File: config.mk
export PLATFORM = sky130hd
export DESIGN_NAME = cpc_queue
export DESIGN_NICKNAME = d
export VERILOG_FILES = /design/src/sv/cpc_pkg.sv /design/src/sv/cpc_queue.sv
export SDC_FILE = /design/constraint.sdc
export NUM_CORES = 1
export LEC_CHECK = 0
export ABC_AREA = 1
export ABC_CLOCK_PERIOD_IN_PS = 3600
export BUFFER_PORTS_ARGS = -buffer_cell sky130_fd_sc_hd__buf_2
export CORE_MARGIN = 2
export CORE_UTILIZATION = 36
export DETAILED_ROUTE_END_ITERATION = 12
export GPL_TIMING_DRIVEN = 0
export HOLD_SLACK_MARGIN = 0.03
export SYNTH_ARGS = -nofsm -noshare
export SYNTH_HDL_FRONTEND = slang
export SYNTH_SLANG_ARGS = --single-unit
File: constraint.sdc
create_clock -name clock -period 3.6 [get_ports clock]
set_input_delay 1.08 -clock clock [delete_from_list [all_inputs] [get_ports clock]]
set_output_delay 1.08 -clock clock [all_outputs]
set_load 0.005 [all_outputs]
File: src/sv/cpc_pkg.sv
// Shared types, constants and elaboration-time table functions for the converter.
package cpc_pkg;

   localparam int GUARD_BITS  = 24;
   localparam int COORD_W     = 60;
   localparam int MAG_W       = 59;
   localparam int TABLE_MAX   = 48;
   localparam int QUEUE_DEPTH = 4;
   localparam int QPTR_W      = 2;

   localparam logic [1:0] FORM_CART    = 2'd0;
   localparam logic [1:0] FORM_POLAR   = 2'd1;
   localparam logic [1:0] FORM_INVALID = 2'd2;
   localparam logic [1:0] FORM_UNUSED  = 2'd3;

   localparam logic [63:0] TWO_OVER_PI_Q64 = 64'hA2F9_836E_4E44_1529;
   localparam logic [63:0] KINV_SEED_Q62   = 64'h9B74_EDA8 << 30;
   localparam logic [63:0] THREE_Q62       = 64'hC000_0000_0000_0000;

   typedef struct packed {
      logic polar;
      logic bad;
      logic zero;
   } cpc_ctrl_type;

   // Restoring division, used only while building constants.
   function automatic logic [63:0] udiv64(input logic [63:0] num, input logic [63:0] den);
      logic [63:0] rem;
      logic [63:0] quo;
      rem = '0;
      quo = '0;
      for (int b = 63; b >= 0; b--) begin
         rem = {rem[62:0], num[b]};
         if (rem >= den) begin
            rem    = rem - den;
            quo[b] = 1'b1;
         end
      end
      return quo;
   endfunction

   function automatic logic [63:0] mul_q62(input logic [63:0] a, input logic [63:0] b);
      logic [127:0] prod;
      prod = {64'd0, a} * {64'd0, b};
      return prod[125:62];
   endfunction

   // Arctangent of 2^-idx with pi at 2^64, from the truncated Taylor series.
   function automatic logic [63:0] atan_full(input int idx);
      logic [63:0]  sum;
      logic [63:0]  term;
      logic [127:0] prod;
      int           sh;
      sum = '0;
      if (idx == 0) begin
         return 64'd1 << 62;
      end
      for (int n = 0; n < 32; n++) begin
         sh = idx * (2 * n + 1);
         if (sh < 64) begin
            term = 64'h8000_0000_0000_0000 >> sh;
            term = udiv64(term, 64'(2 * n + 1));
            if (n % 2 == 1) begin
               sum = sum - term;
            end else begin
               sum = sum + term;
            end
         end
      end
      prod = {64'd0, sum} * {64'd0, TWO_OVER_PI_Q64};
      return prod[127:64];
   endfunction

   function automatic logic [63:0] atan_entry(input int idx, input int dw);
      logic [64:0] t;
      t = {1'b0, atan_full(idx)} + (65'd1 << (64 - dw));
      return 64'(t >> (65 - dw));
   endfunction

   // Inverse CORDIC gain in Q62 for a given number of micro-rotations.
   function automatic logic [63:0] kinv_q62(input int stages);
      logic [63:0] k2;
      logic [63:0] r;
      logic [63:0] t;
      k2 = 64'd1 << 63;
      for (int i = 1; i < TABLE_MAX; i++) begin
         if (i < stages && 2 * i < 63) begin
            k2 = k2 + (k2 >> (2 * i));
         end
      end
      r = KINV_SEED_Q62;
      for (int it = 0; it < 3; it++) begin
         t = mul_q62(k2, mul_q62(r, r));
         r = mul_q62(r, THREE_Q62 - t) >> 1;
      end
      return r;
   endfunction

endpackage

File: src/sv/cpc_queue.sv
// Short request queue between the front end and the CORDIC back end.
module cpc_queue #(
   parameter int WIDTH = 8
) (
   input  logic             clock,
   input  logic             reset,
   input  logic             push,
   input  logic [WIDTH-1:0] push_data,
   output logic             full,
   input  logic             pop,
   output logic [WIDTH-1:0] pop_data,
   output logic             empty
);

   logic [WIDTH-1:0]          mem_ff [cpc_pkg::QUEUE_DEPTH];
   logic [cpc_pkg::QPTR_W-1:0] wr_ptr_ff, wr_ptr_in;
   logic [cpc_pkg::QPTR_W-1:0] rd_ptr_ff, rd_ptr_in;
   logic [cpc_pkg::QPTR_W:0]   count_ff, count_in;

   assign full     = (count_ff == (cpc_pkg::QPTR_W + 1)'(cpc_pkg::QUEUE_DEPTH));
   assign empty    = (count_ff == '0);
   assign pop_data = mem_ff[rd_ptr_ff];

   always_comb begin
      wr_ptr_in = push ? wr_ptr_ff + 1'b1 : wr_ptr_ff;
      rd_ptr_in = pop ? rd_ptr_ff + 1'b1 : rd_ptr_ff;
      count_in  = count_ff + (cpc_pkg::QPTR_W + 1)'(push) - (cpc_pkg::QPTR_W + 1)'(pop);
   end

   always_ff @(posedge clock) begin
      if (reset) begin
         wr_ptr_ff <= '0;
         rd_ptr_ff <= '0;
         count_ff  <= '0;
      end else begin
         wr_ptr_ff <= wr_ptr_in;
         rd_ptr_ff <= rd_ptr_in;
         count_ff  <= count_in;
      end
   end

   always_ff @(posedge clock) begin
      if (push) begin
         mem_ff[wr_ptr_ff] <= push_data;
      end
   end

`ifndef ASSERT_OFF
   a_no_pop_empty: assert property (@(posedge clock) disable iff (reset)
      pop |-> !empty) else $error("queue popped while empty");
   a_count_track: assert property (@(posedge clock) disable iff (reset)
      !$past(reset) |-> count_ff == $past(count_in))
      else $error("queue count lost track");
`endif

endmodule

-- Word level (Yosys, flattened, before mapping)
Memory sizes are Yosys's and may differ from the RTL's. A register that Yosys moved wholly into a read port is not among the register bits.
Cells that the tools add are included.
- flip-flop bits (word level): 7
- bits in latches: 0
- memory bits (writable): 32
- memory bits (read-only): 0
- bits of input ports: 12
- output and inout bits: 10
- word-level logic and storage cells: 14
- memories kept: 1
- $add $sub $neg: 4
- multiply operators: 0
- div/mod/pow operators: 0
- $lt $le $gt $ge: 0
- equal/unequal tests: 1
- shift operators: 0
- muxes and demuxes: 4
- bitwise gates (word level): 0
- reduce and logical (&&, ||, !) cells: 1
- memory list (name ; words ; width ; rd ports ; clocked after memory_dff ; write ports ; line ; RTL):
    mem_ff ; 4 ; 8 ; 1 ; 1 ; 1 ; cpc_queue.sv:15 ; logic [WIDTH-1:0] mem_ff [cpc_pkg::QUEUE_DEPTH];
- operator list (cell ; number):
    2-bit by 1-bit adder with 2-bit output (second input constant) ; 2
    2-bit two-way mux ; 2
    3-bit by 1-bit adder with 3-bit output ; 1
    3-bit == test (second input constant) ; 1
    3-bit zero test ; 1
    3-bit by 1-bit subtractor with 3-bit output ; 1
    1-bit two-way mux ; 2

-- Depth between registers and ports, before layout
- depth after elaboration: 3
- depth in mapped cells: 9
- mapped depth without buffers: 9

-- Worst setup path after synthesis
OpenSTA, ideal clock, no wires.
- path kind: in2reg
- from: input port pop
- to: register count_ff[2] in the netlist's numbering
- library setup time: 115 ps
- arrival: 2101 ps
- data required time: 3485 ps
- setup slack: 1384 ps
- stages on the path: 8
- path buffers: 0
- cell sequence: ha_1 -> inv_1 -> ha_1 -> fa_1 -> inv_1 -> nand3_1 -> nand2_1 -> nor2_1
- cells in the longest elaborated chain, start to end: 1
- RTL lines (item ; line ; RTL):
    start: declaration ; cpc_queue.sv:10 ; input logic pop,
    3-bit by 1-bit subtractor with 3-bit output ; cpc_queue.sv:27 ; count_in = count_ff + (cpc_pkg::QPTR_W + 1)'(push) - (cpc_pkg::QPTR_W + 1)'(pop);
    end signal: assignment ; cpc_queue.sv:38 ; count_ff <= count_in;
    end: declaration ; cpc_queue.sv:18 ; logic [cpc_pkg::QPTR_W:0] count_ff, count_in;
No other way between the ends.
A chain may end at the register's enable or synchronous reset.

==> results <==
- The layout cell share with drive strength beyond 1 is 0.1955.
- The die area is 5352 um^2.
- The overall track demand over capacity in global routing is 0.1246.
- For this run, design rule violations remaining after detail routing come to 0.
- Of the synthesized area, sequential elements account for 0.6628.
- The first global-routing pass estimated 4.698 mm of wire.
- Based on the critical path, the design can be clocked at up to 424.4 MHz.
- The area of the core is 4661 um^2.
- Of the post-synthesis cell area, the dominant cell type holds 0.5581.
- The maximum level of the CTS H-tree is 2.
- The path with the worst hold slack has its endpoint at rd_ptr_ff[1].
- The post-CTS setup buffer count is 0.
- 22 I/O pins were placed.
- The remaining number of nets flagged by the antenna check after routing is 0.
- For this design, the CTS-stage hold fixing added 0 buffers.
- The height of the die is 73.16 um.
- The number of cells produced by synthesis is 150.
- On the worst path, the slowest cell contributes a delay of 0.44 ns.
- In the finished design, the share of the clock period the worst path needs comes to 0.6545.
- The average instance area after synthesis is approximately 11 um^2.
- Buffers inserted during clock tree synthesis total 5.
- The aggregate negative setup slack is 0 ns.
- Clock skew on the completed layout was measured at roughly 0.0033 ns.
- For this design the ratio of total power to cell area is 517.6 nW/um^2.
- The number of vias after detailed routing is 1063.
- The clock sink count is 41.
- The register bit count reported by yosys is 41.
- The worst-skew pair later-pin latency is about 0.29 ns.
- Setup repair after global routing left no endpoint under its margin.
- The antenna diode instance count is 0.
- The kind of launch point of the worst setup path is a flop.
- The final routed wirelength across all metal layers is 2.943 mm.
- The floorplan row count is 25.
- The starting density of the core is 0.3694.
- The per-cell via count in the routed design is 4.562.
- The fraction of synthesized cell area in xor and xnor cells is 0.
- Counting every net in the synthesized netlist gives 169.
- The number of iterations in the first detailed-routing pass is 4.
- The highest-delay cell along the critical path is sky130_fd_sc_hd__dfxtp_1.
- Walking the worst path, the cells encountered are buf_6 > nand2_1 > o211ai_1 > nand2_1 > buf_2.
- The worst hold path was traced through 2 stages.
- The detailed placement HPWL is 2.032 mm.
- The clock edge transition at the registers on the reported setup and hold paths is ~0.080 ns.
- The tightest min-delay check is of the flop to flop type.
- The register-to-register setup slack is 2.02 ns.
- Excluding fillers, the count of instances in the completed layout stands at ~230.
- The flow ran to the end, and the final reports show no timing, DRC or antenna violations.
- Entering global routing, the biggest net connects 14 pins.
- After detailed routing, the average wire length per cell comes to around 13 um.
- The number of gates given a new drive strength after cts is 0.
- The yosys synthesis warning count is 0.
- The netlist uses 16 different library cells.
- Leaving out fill and tap cells, the most frequent cell in the layout is sky130_fd_sc_hd__inv_1.
- The final hold violation count is 0.
- The final layout contains approximately 200 nets.
- The data required time at the worst endpoint is 2.52 ns.
- The post-synthesis instance area is 1722 um^2.
- The worst voltage drop across the vdd grid is between 0.2 and 0.25 mV.
- The maximum buffer depth of the clock tree is 2.
- The cell count after placement is roughly 230.
- During placement, the flow inserted port buffers numbering 21.
- The final non-filler cell area is roughly 2000 um^2.
- After synthesis, the cell types taking the most area are sky130_fd_sc_hd__edfxtp_1 56%, sky130_fd_sc_hd__dfxtp_1 10%, sky130_fd_sc_hd__inv_1 7.2%.
- The multiplexer fraction of the synthesized cell area is 0.
- The final critical-path required period is about 2.4 ns.
- The number of max-slew violations in the final report is 0.
- The main combinational cell family by area after synthesis is compound AO/OA/AOI/OAI gates.
- The max-capacitance violation count is 0.
- The cell seen most often among critical-path stages is sky130_fd_sc_hd__nand2_1.
- The worst setup path is of the flop to output port kind.
- The start point of the worst hold path is rd_ptr_ff[1].
- The cell type contributing the most total cell area after synthesis is sky130_fd_sc_hd__edfxtp_1.
- The detailed router finished its first iteration with 48 violations.
- The adder and majority cell fraction of the synthesized area is 0.05523.
- STA classifies the critical path endpoint as an output port.
- For the pin with the worst max-slew slack, the measured transition is 0.3896 ns.
- Counting cells, the worst reg-to-reg path comes to 9.
- Compared with the post-synthesis result, the final layout area differs by 16.72%.
- The worst register-to-register path begins at count_ff[0].
- The fraction of the mapped netlist area in compound gates is 0.1126.
- Global routing finished with a remaining overflow of 0.
- The congestion estimate from routability-driven global placement came to 0.6924.
- The library cells used most frequently in the layout, excluding fill and tap cells, are 33 x sky130_fd_sc_hd__inv_1, 32 x sky130_fd_sc_hd__edfxtp_1, 24 x sky130_fd_sc_hd__nand2_1, 21 x sky130_fd_sc_hd__buf_2, 13 x sky130_fd_sc_hd__a21oi_1.
- The number of setup violations in the final report is 0.
- The sum of internal, switching and leakage power is between 1000 and 1500 uW.
- Of all nets on the critical path, the largest fanout is 10.
- The number of antenna violations at the first check in global routing is 0.
- The family with the most delay on the worst path is flip-flops.
- At the worst endpoint, the arrival time is 1.28 ns.
- Of the total synthesized cell area, the portion taken by AND, OR, NAND and NOR gates is 0.06686.
- In this run the critical register-to-register path is captured at count_ff[2].
- In this run the static leakage power is 0.0008689 uW.
- The via count of the first global-routing pass is 983.
- The filler cell count in the final layout is 465.
- The cell area after placement is around 1900 um^2.
- The tree is rooted in a sky130_fd_sc_hd__clkbuf_8.
- The clock tree from TritonCTS is yes.
- Counting both buffers and inverters, the worst setup path holds a total of 2.
- The die is ~73 um wide.
- Measured against its own limit, the worst slew margin works out to 0.7400.
## cells in the mapped netlist, drive strengths merged
| library cell | n |
|---|---|
| dfxtp | 9 |
| nand3 | 1 |
| o211ai | 8 |
| inv | 33 |
| fa | 1 |
| a21oi | 14 |
| o21ai | 12 |
| edfxtp | 32 |
| ha | 6 |
| buf | 5 |
| nor2 | 4 |
| nand2 | 24 |
| nor3 | 1 |
## worst min-delay path: cells and delay by family, from the launching register on
kind                   cells  cell delay, ns
buffers and inverters      1            0.06
DFF                        1            0.30
AOI/OAI and AO/OA          1            0.07
## power breakdown
group / switching [uW] / total, uW / internal, uW
clock network: 157 / 354 / 197
registers: 12.5 / 552 / 540
logic: 78.7 / 134 / 55.1
## sequential cells by signal, summed over array words and instances, names as in the netlist, named ones only
register   flops
mem_ff        32
rd_ptr_ff      2
count_ff       3
wr_ptr_ff      2
## logic make-up after synthesis
group	count (synthesis)
DFF	41
adders and majority gates	7
buffers and inverters	38
AOI/OAI and AO/OA	34
and+or+nand+nor	30
## per-stage QoR
step | utilization | hold WS (ns) | setup WS [ns]
after floorplan | - | 0.4356 | 1.384
after global placement | 0.4064 | 0.4534 | 1.185
after detailed placement | 0.4064 | 0.4585 | 1.175
after CTS | 0.4311 | 0.4725 | 1.212
after global routing | 0.4311 | 0.5048 | 1.148
final | 0.4311 | 0.4667 | 1.244
## cell type report
cell class                      count  area [um^2]  share of cell area
Buffer                              5        52.55             0.02615
Clock buffer                        7        107.6             0.05355
Clock inverter                      1        7.507            0.003736
Inverter                           33        123.9             0.06164
Multi-Input combinational cell     71        404.1              0.2011
Sequential cell                    41         1141              0.5679
Tap cell                           54        67.56             0.03362
Timing Repair Buffer               21        105.1             0.05230
## how the worst max path moves through the flow
stage,to,slack (ns),depth (start not counted)
detailed placement,count_ff[2],1.17,9
finish,pop_data[5],1.24,5
floorplan,count_ff[2],1.38,8
global route,pop_data[0],1.15,5
global placement,count_ff[2],1.18,9
CTS,pop_data[0],1.21,5
## layer usage
layer,up-vias,share of wire,global-route usage
met3,6,0.052,0.04834
met1,489,0.40,0.1287
li1,546,-,-
met4,0,0.013,0.04321
met5,-,0,0
met2,22,0.53,0.2272
Note: power is estimated with default switching activity, not from simulation.
