==> src/sv/cpc_pkg.sv <==
// Shared types, constants and elaboration-time table functions for the converter.
package cpc_pkg;

   localparam int GUARD_BITS  = 24;
   localparam int COORD_W     = 60;
   localparam int MAG_W       = 59;
   localparam int TABLE_MAX   = 48;
   localparam int QUEUE_DEPTH = 4;
   localparam int QPTR_W      = 2;

   localparam logic [1:0] FORM_CART    = 2'd0;
   localparam logic [1:0] FORM_POLAR   = 2'd1;
   localparam logic [1:0] FORM_INVALID = 2'd2;
   localparam logic [1:0] FORM_UNUSED  = 2'd3;

   localparam logic [63:0] TWO_OVER_PI_Q64 = 64'hA2F9_836E_4E44_1529;
   localparam logic [63:0] KINV_SEED_Q62   = 64'h9B74_EDA8 << 30;
   localparam logic [63:0] THREE_Q62       = 64'hC000_0000_0000_0000;

   typedef struct packed {
      logic polar;
      logic bad;
      logic zero;
   } cpc_ctrl_type;

   // Restoring division, used only while building constants.
   function automatic logic [63:0] udiv64(input logic [63:0] num, input logic [63:0] den);
      logic [63:0] rem;
      logic [63:0] quo;
      rem = '0;
      quo = '0;
      for (int b = 63; b >= 0; b--) begin
         rem = {rem[62:0], num[b]};
         if (rem >= den) begin
            rem    = rem - den;
            quo[b] = 1'b1;
         end
      end
      return quo;
   endfunction

   function automatic logic [63:0] mul_q62(input logic [63:0] a, input logic [63:0] b);
      logic [127:0] prod;
      prod = {64'd0, a} * {64'd0, b};
      return prod[125:62];
   endfunction

   // Arctangent of 2^-idx with pi at 2^64, from the truncated Taylor series.
   function automatic logic [63:0] atan_full(input int idx);
      logic [63:0]  sum;
      logic [63:0]  term;
      logic [127:0] prod;
      int           sh;
      sum = '0;
      if (idx == 0) begin
         return 64'd1 << 62;
      end
      for (int n = 0; n < 32; n++) begin
         sh = idx * (2 * n + 1);
         if (sh < 64) begin
            term = 64'h8000_0000_0000_0000 >> sh;
            term = udiv64(term, 64'(2 * n + 1));
            if (n % 2 == 1) begin
               sum = sum - term;
            end else begin
               sum = sum + term;
            end
         end
      end
      prod = {64'd0, sum} * {64'd0, TWO_OVER_PI_Q64};
      return prod[127:64];
   endfunction

   function automatic logic [63:0] atan_entry(input int idx, input int dw);
      logic [64:0] t;
      t = {1'b0, atan_full(idx)} + (65'd1 << (64 - dw));
      return 64'(t >> (65 - dw));
   endfunction

   // Inverse CORDIC gain in Q62 for a given number of micro-rotations.
   function automatic logic [63:0] kinv_q62(input int stages);
      logic [63:0] k2;
      logic [63:0] r;
      logic [63:0] t;
      k2 = 64'd1 << 63;
      for (int i = 1; i < TABLE_MAX; i++) begin
         if (i < stages && 2 * i < 63) begin
            k2 = k2 + (k2 >> (2 * i));
         end
      end
      r = KINV_SEED_Q62;
      for (int it = 0; it < 3; it++) begin
         t = mul_q62(k2, mul_q62(r, r));
         r = mul_q62(r, THREE_Q62 - t) >> 1;
      end
      return r;
   endfunction

endpackage

==> src/sv/cpc_front.sv <==
// Front end: decodes the form code and prepares the starting vector and angle.
module cpc_front #(
   parameter int DATA_WIDTH = 32
) (
   input  logic [1:0]                         form,
   input  logic signed [31:0]                 first_value,
   input  logic signed [31:0]                 second_value,
   output cpc_pkg::cpc_ctrl_type              ctrl,
   output logic signed [cpc_pkg::COORD_W-1:0] x_start,
   output logic signed [cpc_pkg::COORD_W-1:0] y_start,
   output logic [DATA_WIDTH-1:0]              z_start
);

   localparam logic [DATA_WIDTH-1:0] HALF = DATA_WIDTH'(1) << (DATA_WIDTH - 1);

   logic signed [32:0]    a_ext;
   logic signed [32:0]    b_ext;
   logic signed [32:0]    x_sel;
   logic signed [32:0]    y_sel;
   logic [DATA_WIDTH-1:0] ang_in;
   logic [DATA_WIDTH-1:0] z_sel;
   logic [1:0]            quad;
   logic                  flip;

   generate
      if (DATA_WIDTH >= 32) begin : g_ang_wide
         assign ang_in = DATA_WIDTH'($unsigned(second_value)) << (DATA_WIDTH - 32);
      end else begin : g_ang_narrow
         logic [32:0] rnd;
         assign rnd    = {1'b0, $unsigned(second_value)} + (33'd1 << (31 - DATA_WIDTH));
         assign ang_in = DATA_WIDTH'(rnd >> (32 - DATA_WIDTH));
      end
   endgenerate

   assign a_ext = 33'(first_value);
   assign b_ext = 33'(second_value);
   assign quad  = ang_in[DATA_WIDTH-1 -: 2];
   assign flip  = (quad == 2'b01) || (quad == 2'b10);

   always_comb begin
      ctrl  = '0;
      x_sel = '0;
      y_sel = '0;
      z_sel = '0;
      unique case (form)
         cpc_pkg::FORM_CART: begin
            ctrl.zero = (first_value == 32'sd0) && (second_value == 32'sd0);
            // Left half-plane vectors are turned by pi so the iterations converge.
            if (first_value < 0) begin
               x_sel = -a_ext;
               y_sel = -b_ext;
               z_sel = HALF;
            end else begin
               x_sel = a_ext;
               y_sel = b_ext;
            end
         end
         cpc_pkg::FORM_POLAR: begin
            ctrl.polar = 1'b1;
            if (flip) begin
               x_sel = -a_ext;
               z_sel = ang_in + HALF;
            end else begin
               x_sel = a_ext;
               z_sel = ang_in;
            end
         end
         default: begin
            ctrl.bad = 1'b1;
         end
      endcase
   end

   assign x_start = cpc_pkg::COORD_W'(x_sel) <<< cpc_pkg::GUARD_BITS;
   assign y_start = cpc_pkg::COORD_W'(y_sel) <<< cpc_pkg::GUARD_BITS;
   assign z_start = z_sel;

endmodule

==> config.mk <==
export PLATFORM = sky130hd
export DESIGN_NAME = cpc_front
export DESIGN_NICKNAME = d
export VERILOG_FILES = /design/src/sv/cpc_pkg.sv /design/src/sv/cpc_front.sv
export SDC_FILE = /design/constraint.sdc
export NUM_CORES = 1
export LEC_CHECK = 0
export ABC_CLOCK_PERIOD_IN_PS = 5250
export BUFFER_PORTS_ARGS = -buffer_cell sky130_fd_sc_hd__buf_2
export CORE_ASPECT_RATIO = 0.5
export CORE_MARGIN = 3
export CORE_UTILIZATION = 30
export DETAILED_ROUTE_END_ITERATION = 7
export PLACE_DENSITY_LB_ADDON = 0.3
export RECOVER_POWER = 25
export SLEW_MARGIN = 40
export SYNTH_ARGS = -nofsm -noshare
export SYNTH_HDL_FRONTEND = slang
export SYNTH_SLANG_ARGS = --single-unit
==> constraint.sdc <==
create_clock -name vclk -period 5.25
set_input_delay 1.05 -clock vclk [all_inputs]
set_output_delay 1.05 -clock vclk [all_outputs]
set_load 0.05 [all_outputs]
After elaboration in Yosys (flattened, before gate mapping)
Index checks and enable logic that the tools add are counted.
W data, S select, Z words.
{ "totals": {"ff_bits": 0, "wordCells": 24} }
{ "classes": {"n_addsub": 3, "magnitude_cmp": 1, "n_eq_ne": 3, "mux": 11, "reduce_logical": 6} }
{ "op_table": {"columns": ["operator", "n"], "rows": [
  ["$mux W33", 4],
  ["$neg A32 Y33", 2],
  ["$pmux W33 S2", 1],
  ["$logic_not A32 Y1", 2],
  ["$mux W32", 2],
  ["$pmux W32 S2", 1],
  ["$add A32 B32 Y32 const B", 1],
  ["$lt A32 B1 Y1 const B", 1],
  ["$eq A2 B1 Y1 const B", 2],
  ["$mux W1", 3],
  ["$eq A2 B2 Y1 const B", 1],
  ["$logic_not A2 Y1", 1],
  ["$reduce_or A2 Y1", 1],
  ["$logic_and A1 B1 Y1", 1],
  ["$logic_or A1 B1 Y1", 1]
]} }

Longest topological paths before layout
Gate-level depths: netlist of run 1.
{ "logic_depth": {"depth_word": 4, "depth_mapped": 12, "ltp_nobuf": 10} }

Worst setup path after synthesis of run 1
Ideal clock, no wire load.
{ "synth_timing": {"path_kind": "input-to-output", "startpoint": "input first_value[0]", "endpoint": "output x_start[57] (netlist name)", "arrival_ns": 4.192, "required_time_ns": 4.200, "slack_ns": 0.008, "cell_stages": 12, "n_path_buf": 2, "path_cell_list": "inv_1 -> ha_1 -> or4b_2 -> clkbuf_1 -> nor2_1 -> nand3_1 -> nor3_1 -> ha_1 -> a21oi_1 -> mux2i_1 -> nor2_1 -> buf_4"} }
{ "synth_between": {"elab_chain_cells": 3, "elab_cells_between_ends": 5} }
{ "synth_lines": {"columns": ["element", "line_no", "text"], "rows": [
  ["from (decl)", "cpc_front.sv:6", "input logic signed [31:0] first_value,"],
  ["$neg A32 Y33 or $lt A32 B1 Y1 (tied branches)", "cpc_front.sv:50, cpc_front.sv:61, cpc_front.sv:49", null],
  ["$mux W33 (on tied branches)", "cpc_front.sv:60, cpc_front.sv:49", null],
  ["$pmux W33 S2 (*)", "cpc_front.sv:45", "unique case (form)"],
  ["to (decl)", "cpc_front.sv:9", "output logic signed [cpc_pkg::COORD_W-1:0] x_start,"]
]} }
Every way passes the cells marked *; elsewhere a longest branch is shown, timed or not.

Worst setup path after layout of run 1
{ "layout_timing": {"startpoint": "input form[1]", "endpoint": "output z_start[18]"} }
{ "layout_between": {"elab_chain_cells": 2, "elab_cells_between_ends": 3} }
{ "layout_lines": {"columns": ["element", "line_no", "text"], "rows": [
  ["from (decl)", "cpc_front.sv:5", "input logic [1:0] form,"],
  ["$eq A2 B1 Y1 or $logic_not A2 Y1 (tied branches)", "cpc_front.sv:45", null],
  ["$pmux W32 S2 (*)", "cpc_front.sv:45", null],
  ["to (decl)", "cpc_front.sv:11", "output logic [DATA_WIDTH-1:0] z_start"]
]} }
Marks and branches as above.

==> results of run 1 <==
-- path summary, 6_finish.rpt --
| kind | cells after the start | start | endpoint | slack (ps) |
|---|---|---|---|---|
| worst max-delay path | 4 | form[1] | z_start[18] | 590 |
| worst min-delay path | 4 | first_value[0] | x_start[24] | 2520 |
-- cells in the mapped netlist (2+ instances only) --
cell,instances,area (sq um)
mux2i_1,16,160
a21oi_1,28,140
or4_1,16,120
and3_1,2,12.5
o31ai_1,8,60.1
nand3_1,15,75.1
inv_1,13,48.8
buf_4,54,405
clkbuf_1,25,93.8
ha_1,5,62.6
mux2_2,16,180
or2_2,4,25.0
nor2b_1,17,106
xnor2_1,10,87.6
nor3_1,27,135
nand2_1,25,93.8
buf_1,5,18.8
nor4_1,11,68.8
nand4_1,7,43.8
nor4b_1,6,52.6
o21ai_0,17,85.1
a31oi_1,17,106
buf_2,4,20.0
nor2_1,65,244
a2111o_1,3,33.8
xor2_1,8,70.1
or3_1,21,131
o41ai_1,2,17.5
and2_1,32,200
-- per-stage QoR --
| stage | worst slack [ps] | total power [W] | std cells | cell area (sq um) | util |
|---|---|---|---|---|---|
| 2_1_floorplan | 7.53 | 0.000435 | 542 | 3210 | - |
| 3_3_place_gp | 681 | 0.000524 | 772 | 3790 | 0.394 |
| 3_5_place_dp | 641 | 0.000527 | 772 | 3800 | 0.394 |
| 4_1_cts | 631 | 0.000528 | 772 | 3800 | 0.394 |
| 5_1_grt | 182 | 0.000560 | 772 | 3760 | 0.390 |
| 6_report | 588 | 0.000525 | 772 | 3760 | 0.390 |
-- worst min-delay path, stage by stage --
cell and delay (ps):
buf_2 110, inv_1 70, nor2_1 40, buf_2 200
-- report_power, final --
group          total, W  internal, W  switching, W
Clock                 0            0             0
Sequential            0            0             0
Combinational  0.000525     0.000121      0.000404
-- placed cells by master, fill, tap and decap left out, types with 3 or more instances in the layout --
master | Yosys | routed
o21ai_0 | 17 | 17
or3_1 | 21 | 21
or4_1 | 16 | 16
nor4_1 | 11 | 11
buf_2 | 4 | 152
a31oi_1 | 17 | 17
inv_1 | 13 | 13
nor3_1 | 27 | 27
and2_1 | 32 | 31
nor2b_1 | 17 | 17
buf_4 | 54 | 10
nor2_1 | 65 | 65
nand3_1 | 15 | 15
or2_2 | 4 | 4
a21oi_1 | 28 | 28
clkbuf_1 | 25 | 21
mux2i_1 | 16 | 15
nand2_1 | 25 | 25
ha_1 | 5 | 5
o31ai_1 | 8 | 8
xor2_1 | 8 | 8
mux2_2 | 16 | 16
conb_1 | 1 | 48
nor4b_1 | 6 | 6
xnor2_1 | 10 | 10
a2111o_1 | 3 | 3
nand4_1 | 7 | 7
-- cell type report --
class,instances,area (sq um)
Fill cell,1122,5870
Multi-Input combinational cell,440,2620
Inverter,13,48.8
Tap cell,135,169
Timing Repair Buffer,184,920
-- logic make-up after synthesis --
| group | after synthesis | synth area share |
|---|---|---|
| fa+ha+maj | 5 | 0.0206 |
| other cells | 1 | 0.00124 |
| mux | 32 | 0.112 |
| simple gates | 255 | 0.454 |
| compound gates | 82 | 0.165 |
| buf+inv | 102 | 0.195 |
| xor+xnor | 18 | 0.0520 |
-- routing by layer --
layer  up-vias  part of all wire  GRT usage  wire, um
met3         0             0.057     0.0106       621
met2       124              0.49      0.324      5350
met5         -                 0          0         0
met1      1840              0.45      0.242      4990
li1       1949                 -          -         -
met4         0                 0          0         0
==> summary.txt, run 1 <==
Timing
  – RSZ-0062 raised after global routing: false
  – Relative slew margins: -0.134
  – Minimum clock period: 4660 ps
  – Hold_ws: 2520 ps
  – TNS Setup: 0 ps
  – FMAX: 0.215 GHz
  – Final Hold Fails: 0
  – Worst-Margin Slew: 1700 ps
  – Part of the cycle the worst path needs: 0.888
  – Final Max Tran Viols: 33
  – Setup Viol. Count Final: 0

Pwr
  – Leakage power: 1.80 nW
  – Power density cells: 140 mW/mm^2
  – Peak supply drop: 0.0662 mV

Detailed routing
  – Final routed DRC violation total: 0
  – Vias: 3913
  – Pre-antenna DRT Iters: 4
  – Initial drt markers: 230
  – Vias per std cell: 5.07
  – Post-route ant nets: 0
  – Final WL: 11.0 mm
  – Wire length per cell: 14.2 um

Layout
  – Num sequential: 0
  – # diodes: 0
  – Layout cells sized above 1: 0.295
  – Area Overhead vs Synth: 23.9%
  – Register Area: 0 sq um
  – Final #Nets: 710
  – Clock buffer count: 0

GRT
  – Vias in the first global route: 3415
  – All-Layer GR Usage: 0.177
  – Initial antenna violation count: 0
  – Pin count of the biggest net entering global routing: 49
  – Aggregate global routing overflow: 0
  – First-pass GRT wire length: 17.6 mm

Worst setup path
  – Startpoint types: input pin
  – CP Class: in -> out
  – CP endpoint kind: primary output
  – Crit path required time: 4200 ps
  – Slowest stage cell, crit path: nor2b_1
  – CP max FO: 32
  – Buf+Inv Stages, Crit Path: 2
  – Worst path cell trace: clkbuf_1, nor2b_1, and2_1, clkbuf_1
  – CP arrival: 3610 ps
  – CP delay by family, top: simple AND/OR/NAND/NOR gates
  – Largest stage delay, worst path: 1420 ps
  – Cell mode on critical path: clkbuf_1

Floorplan
  – Rows: 25
  – Starting density of the core: 0.315
  – Full die area: 0.0114 sq mm
  – DIE WIDTH: 148 um
  – Boundary Pins: 221
  – Chip height: 77.1 um
  – Core area: 0.00963 sq mm

Yosys
  – Avg Cell Area, Syn: 6.13 sq um
  – Netlist cell types: 45
  – Cell area after synthesis: 0.00303 sq mm
  – Seq/Total Area, Yosys: 0
  – Post-synthesis cell count: 495
  – Ys Warns: 0

Placement
  – DP Wirelength: 8.63 mm
  – PortBufs: 173
  – Routability cong.: 0.843

Worst hold path
  – HP Class: in -> out

Clocking
  – Number of hold buffers added after CTS: 0
  – Setup bufs post-CTS: 0
  – Post-cts resize count: 0

Run
  – # Max-Cap Violations: 1

Run status
  – Failing checks: capacitance limit, slew limit
  – Status: complete, but fails checks
No activity file was read; power rests on OpenSTA's default activity.
==> run 2, diff against run 1 <==
--- a/config.mk
+++ b/config.mk
@@ -5,12 +5,13 @@
 export SDC_FILE = /design/constraint.sdc
 export NUM_CORES = 1
 export LEC_CHECK = 0
-export ABC_CLOCK_PERIOD_IN_PS = 5250
+export ABC_CLOCK_PERIOD_IN_PS = 4000
 export BUFFER_PORTS_ARGS = -buffer_cell sky130_fd_sc_hd__buf_2
 export CORE_ASPECT_RATIO = 0.5
 export CORE_MARGIN = 3
 export CORE_UTILIZATION = 30
 export DETAILED_ROUTE_END_ITERATION = 7
+export GPL_TIMING_DRIVEN = 0
 export PLACE_DENSITY_LB_ADDON = 0.3
 export RECOVER_POWER = 25
 export SLEW_MARGIN = 40
==> constraint.sdc (replaced) <==
create_clock -name vclk -period 4
set_input_delay 0.8 -clock vclk [all_inputs]
set_output_delay 0.8 -clock vclk [all_outputs]
set_load 0.05 [all_outputs]
==> run 2 against run 1 <==
Effect of this change: the run now ends clean; non-clock buffer count grew 78; wire length grew 10%; cell count grew 10%; total power grew 46%; clock-buffer cell count is the same; first-iteration DRC count grew 38%; final area grew 17%; sequential share of layout area is the same; critical path depth grew 5; critical endpoint is now y_start[59]; largest cell class unchanged.
==> summary.txt, run 2 (same netlist as run 1, synthesis figures left out) <==
Run status
  – Status: finished clean

Pwr
  – Tot Pwr: 0.000765 W
  – Logic pwr share: 1.000
  – Clock network fraction of total power: 0
  – Leakage power: 2.12 nW
  – Peak supply drop: 0.0819 mV
  – Psw: 0.000553 W
  – Power density cells: 173 mW/mm^2
  – Internal: 0.000212 W
  – Switching Share: 0.723
  – Sequential power share: 0

Worst setup path
  – CP delay by family, top: simple AND/OR/NAND/NOR gates
  – Slowest stage cell, crit path: or4b_4
  – CP arrival: 3130 ps
  – Startpoint types: input pin
  – CP Class: in -> out
  – Worst path cell trace: buf_2, inv_1, ha_2, or4b_4, or4_4, or4_1, nand4_1, buf_6, buf_6
  – Cell mode on critical path: buf_6
  – Crit path required time: 3200 ps
  – Buf+Inv Stages, Crit Path: 4
  – CP max FO: 6
  – Largest stage delay, worst path: 510 ps
  – CP endpoint kind: primary output

GRT
  – Aggregate global routing overflow: 0
  – Vias in the first global route: 3794
  – Pin count of the biggest net entering global routing: 11
  – Initial antenna violation count: 0
  – First-pass GRT wire length: 19.4 mm
  – All-Layer GR Usage: 0.197

Detailed routing
  – Pre-antenna DRT Iters: 5
  – Final routed DRC violation total: 0
  – Wire length per cell: 14.2 um
  – Vias: 4256
  – Vias per std cell: 5.01
  – Final WL: 12.1 mm
  – Post-route ant nets: 0
  – Initial drt markers: 317

Floorplan
  – Rows: 25
  – Chip height: 77.1 um
  – DIE WIDTH: 148 um
  – Full die area: 0.0114 sq mm
  – Core area: 0.00963 sq mm
  – Starting density of the core: 0.315
  – Boundary Pins: 221

Layout
  – Layout cells sized above 1: 0.352
  – Commonest non-fill, non-tap cells in the layout: 140 x buf_2, 62 x nor2_1, 54 x buf_4
  – Commonest non-fill, non-tap cell in the layout: buf_2
  – Num sequential: 0
  – Non-Filler Instances: 850
  – Area Overhead vs Synth: 45.3%
  – Area of the multi-input gates: 0.00272 sq mm
  – Final #Nets: 788
  – Clock buffer count: 0
  – # fillers: 1039
  – # diodes: 0
  – Register Area: 0 sq um

Placement
  – DP Wirelength: 9.77 mm
  – Routability cong.: 0.894
  – Placed Cells: 849
  – PortBufs: 172

Run
  – # Max-Cap Violations: 0

Timing
  – Part of the cycle the worst path needs: 0.982
  – Final Hold Fails: 0
  – RSZ-0062 raised after global routing: false
  – Minimum clock period: 3930 ps
  – Setup Viol. Count Final: 0
  – Final Max Tran Viols: 0
  – FMAX: 0.255 GHz
  – Worst-Margin Slew: 737 ps
  – Relative slew margins: 0.504

Worst hold path
  – HP Class: in -> out
  – Hold Path End: x_start[24]
  – Hold path depth: 4
  – Hold path start: first_value[0]

Clocking
  – Number of hold buffers added after CTS: 0
run 2: cell type report:
type                            instances  share of cell area
Timing Repair Buffer                  174               0.203
Tap cell                              135              0.0383
Multi-Input combinational cell        440               0.617
Buffer                                 88               0.130
Inverter                               13              0.0111
run 2: how the worst max path moves through the flow:
stage | startpoint | endpoint | slack [ps] | cells after the start
final | second_value[0] | y_start[59] | 70 | 9
after global routing | second_value[0] | y_start[57] | 9 | 9
after CTS | first_value[19] | x_start[55] | 10 | 11
after detailed placement | first_value[0] | x_start[57] | -220 | 14
after global placement | first_value[0] | x_start[59] | -160 | 14
after floorplan | second_value[15] | y_start[57] | 30 | 6
run 2: through the flow:
| stage | hold WS [ps] | utilization | worst slack, ps | TNS [ps] | instance area (sq um) |
|---|---|---|---|---|---|
| after floorplan | 1820 | - | 32.0 | 0 | 3300 |
| after global placement | 2020 | 0.449 | -163 | -775 | 4330 |
| after detailed placement | 2020 | 0.450 | -216 | -987 | 4340 |
| after CTS | 2030 | 0.456 | 12.6 | 0 | 4390 |
| after global routing | 2050 | 0.458 | 9.19 | 0 | 4410 |
| final | 2020 | 0.458 | 73.2 | 0 | 4410 |
run 2: layer usage:
layer | track usage | share of wire | vias to the layer above
li1 | - | - | 2111
met1 | 0.278 | 0.45 | 1955
met2 | 0.341 | 0.48 | 184
met3 | 0.0118 | 0.066 | 6
met4 | 0.0184 | 0.0047 | 0
met5 | 0 | 0 | -
run 2: power groups by stage:
| stage | clock [W] | sequential (W) | combinational [W] |
|---|---|---|---|
| detailed placement | 0 | 0 | 0.000750 |
| global placement | 0 | 0 | 0.000747 |
| floorplan | 0 | 0 | 0.000579 |
| finish | 0 | 0 | 0.000765 |
| CTS | 0 | 0 | 0.000758 |
| global route | 0 | 0 | 0.000815 |
run 2: timing repair:
item,4_1_cts,5_1_grt
setup buffers,1,1
setup endpoints to repair,7,7
pin swaps,1,5
hold endpoints to repair,0,0
gates resized for setup,10,20
cloned,0,0
run 2: worst min-delay path, stage by stage:
cell and delay [ps]:
buf_2 120, inv_2 70, nor2_1 40, buf_2 200
==> run 3, diff against run 2 <==
--- a/config.mk
+++ b/config.mk
@@ -8,12 +8,11 @@
 export ABC_CLOCK_PERIOD_IN_PS = 4000
 export BUFFER_PORTS_ARGS = -buffer_cell sky130_fd_sc_hd__buf_2
 export CORE_ASPECT_RATIO = 0.5
-export CORE_MARGIN = 3
+export CORE_MARGIN = 2
 export CORE_UTILIZATION = 30
 export DETAILED_ROUTE_END_ITERATION = 7
 export GPL_TIMING_DRIVEN = 0
 export PLACE_DENSITY_LB_ADDON = 0.3
-export RECOVER_POWER = 25
 export SLEW_MARGIN = 40
 export SYNTH_ARGS = -nofsm -noshare
 export SYNTH_HDL_FRONTEND = slang
==> run 3 against run 2 <==
Effect of this change: the flow now finishes with violations (DRC); critical path depth decreased by 1; cell count fell by 0.12%; first-iteration DRC count is 6.9% lower; worst setup slack worse by 27 ps; via count is 0.16% higher; utilization is 0.16 points higher; critical path type unchanged.
==> summary.txt, run 3 (same netlist as run 1, synthesis figures left out) <==
Floorplan
  – Full die area: 0.0110 sq mm
  – DIE WIDTH: 146 um
  – Starting density of the core: 0.315
  – Rows: 25
  – Boundary Pins: 221
  – Core area: 0.00963 sq mm
  – Chip height: 75.1 um

Timing
  – Final Max Tran Viols: 0
  – Worst-Margin Slew: 743 ps
  – Relative slew margins: 0.500
  – Hold_ws: 2020 ps
  – Minimum clock period: 3950 ps
  – Final Hold Fails: 0
  – Setup Viol. Count Final: 0
  – RSZ-0062 raised after global routing: true
  – FMAX: 0.253 GHz
  – Part of the cycle the worst path needs: 0.988

Worst hold path
  – HP Class: in -> out
  – Hold path depth: 4

Layout
  – Final #Nets: 787
  – Clock buffer count: 0
  – Commonest non-fill, non-tap cells in the layout: 165 x buf_2, 62 x nor2_1, 52 x buf_4
  – # diodes: 0
  – Layout cells sized above 1: 0.385
  – Num sequential: 0
  – Area Overhead vs Synth: 45.8%
  – Util after Layout: 0.459
  – Commonest non-fill, non-tap cell in the layout: buf_2
  – Register Area: 0 sq um

GRT
  – Vias in the first global route: 3626
  – Pin count of the biggest net entering global routing: 11
  – First-pass GRT wire length: 18.2 mm
  – Aggregate global routing overflow: 0
  – Initial antenna violation count: 0
  – All-Layer GR Usage: 0.199

Run
  – # Max-Cap Violations: 0

Run status
  – Status: complete, but fails checks
  – Failing checks: DRC

Placement
  – DP Wirelength: 9.70 mm
  – PortBufs: 172
  – Routability cong.: 0.898

Detailed routing
  – Post-route ant nets: 0
  – Initial drt markers: 295
  – Final WL: 11.9 mm
  – Vias per std cell: 5.02
  – Pre-antenna DRT Iters: 7
  – Final routed DRC violation total: 1
  – Vias: 4263
  – Wire length per cell: 14.1 um

Worst setup path
  – CP Class: in -> out
  – CP max FO: 6
  – CP endpoint kind: primary output
  – CP arrival: 3150 ps
  – Crit path required time: 3200 ps
  – Startpoint types: input pin

Pwr
  – Power density cells: 173 mW/mm^2
  – Tot Pwr: 0.000767 W
  – Leakage power: 2.21 nW
  – Peak supply drop: 0.0839 mV

Clocking
  – Number of hold buffers added after CTS: 0
[run 3: changes by cell type in the layout (fill, tap and decap cells not counted), sizes merged]
cell,previous run,this run
buf,211,235
clkbuf,51,26
[run 3: cell type report]
class              instances  area, sq um
fillers                 1087         5210
inverters                 13         48.8
multi-input cells        440         2720
well taps                135          169
repair buffers           173          913
plain buffers             88          571
[run 3: final timing paths]
kind            start           to  slack, ps
max   second_value[0]  y_start[56]         50
min    first_value[0]  x_start[24]       2020
[run 3: per-stage QoR]
step                      setup TNS [ps]  setup slack, ps  std cells  instance area, sq um
after floorplan                        0             32.0        542                  3300
after global placement              -711             -166        849                  4330
after detailed placement            -895             -209        849                  4340
after CTS                              0             23.2        850                  4370
after global routing               -7.99            -7.99        849                  4420
final                                  0             46.0        849                  4420
[run 3: worst max-delay path, cell delays in order]
cell and delay [ps]:
buf_2 110, inv_1 80, ha_2 200, or4b_4 510, or4_4 490, or4_1 420, nand4_1 240, clkbuf_4 290
[run 3: power by group]
part           internal (W)  switching [W]  leakage, nW  total [W]
clock network             0              0            0          0
logic              0.000213       0.000553         2.21   0.000767
registers                 0              0            0          0
total              0.000213       0.000553         2.21   0.000767
[run 3: routing by layer]
layer	up-vias	wire length, um	GRT usage
met5	-	0	0
met4	0	68	0.0173
met3	6	885	0.0164
met2	208	5640	0.366
met1	1936	5340	0.270
li1	2113	-	-
[run 3: repair_timing]
item	CTS	global route
endpoints found under the setup margin	9	9
endpoints found under the hold margin	0	0
gates resized for setup	9	18
pin swaps	1	4
buffers inserted	1	0
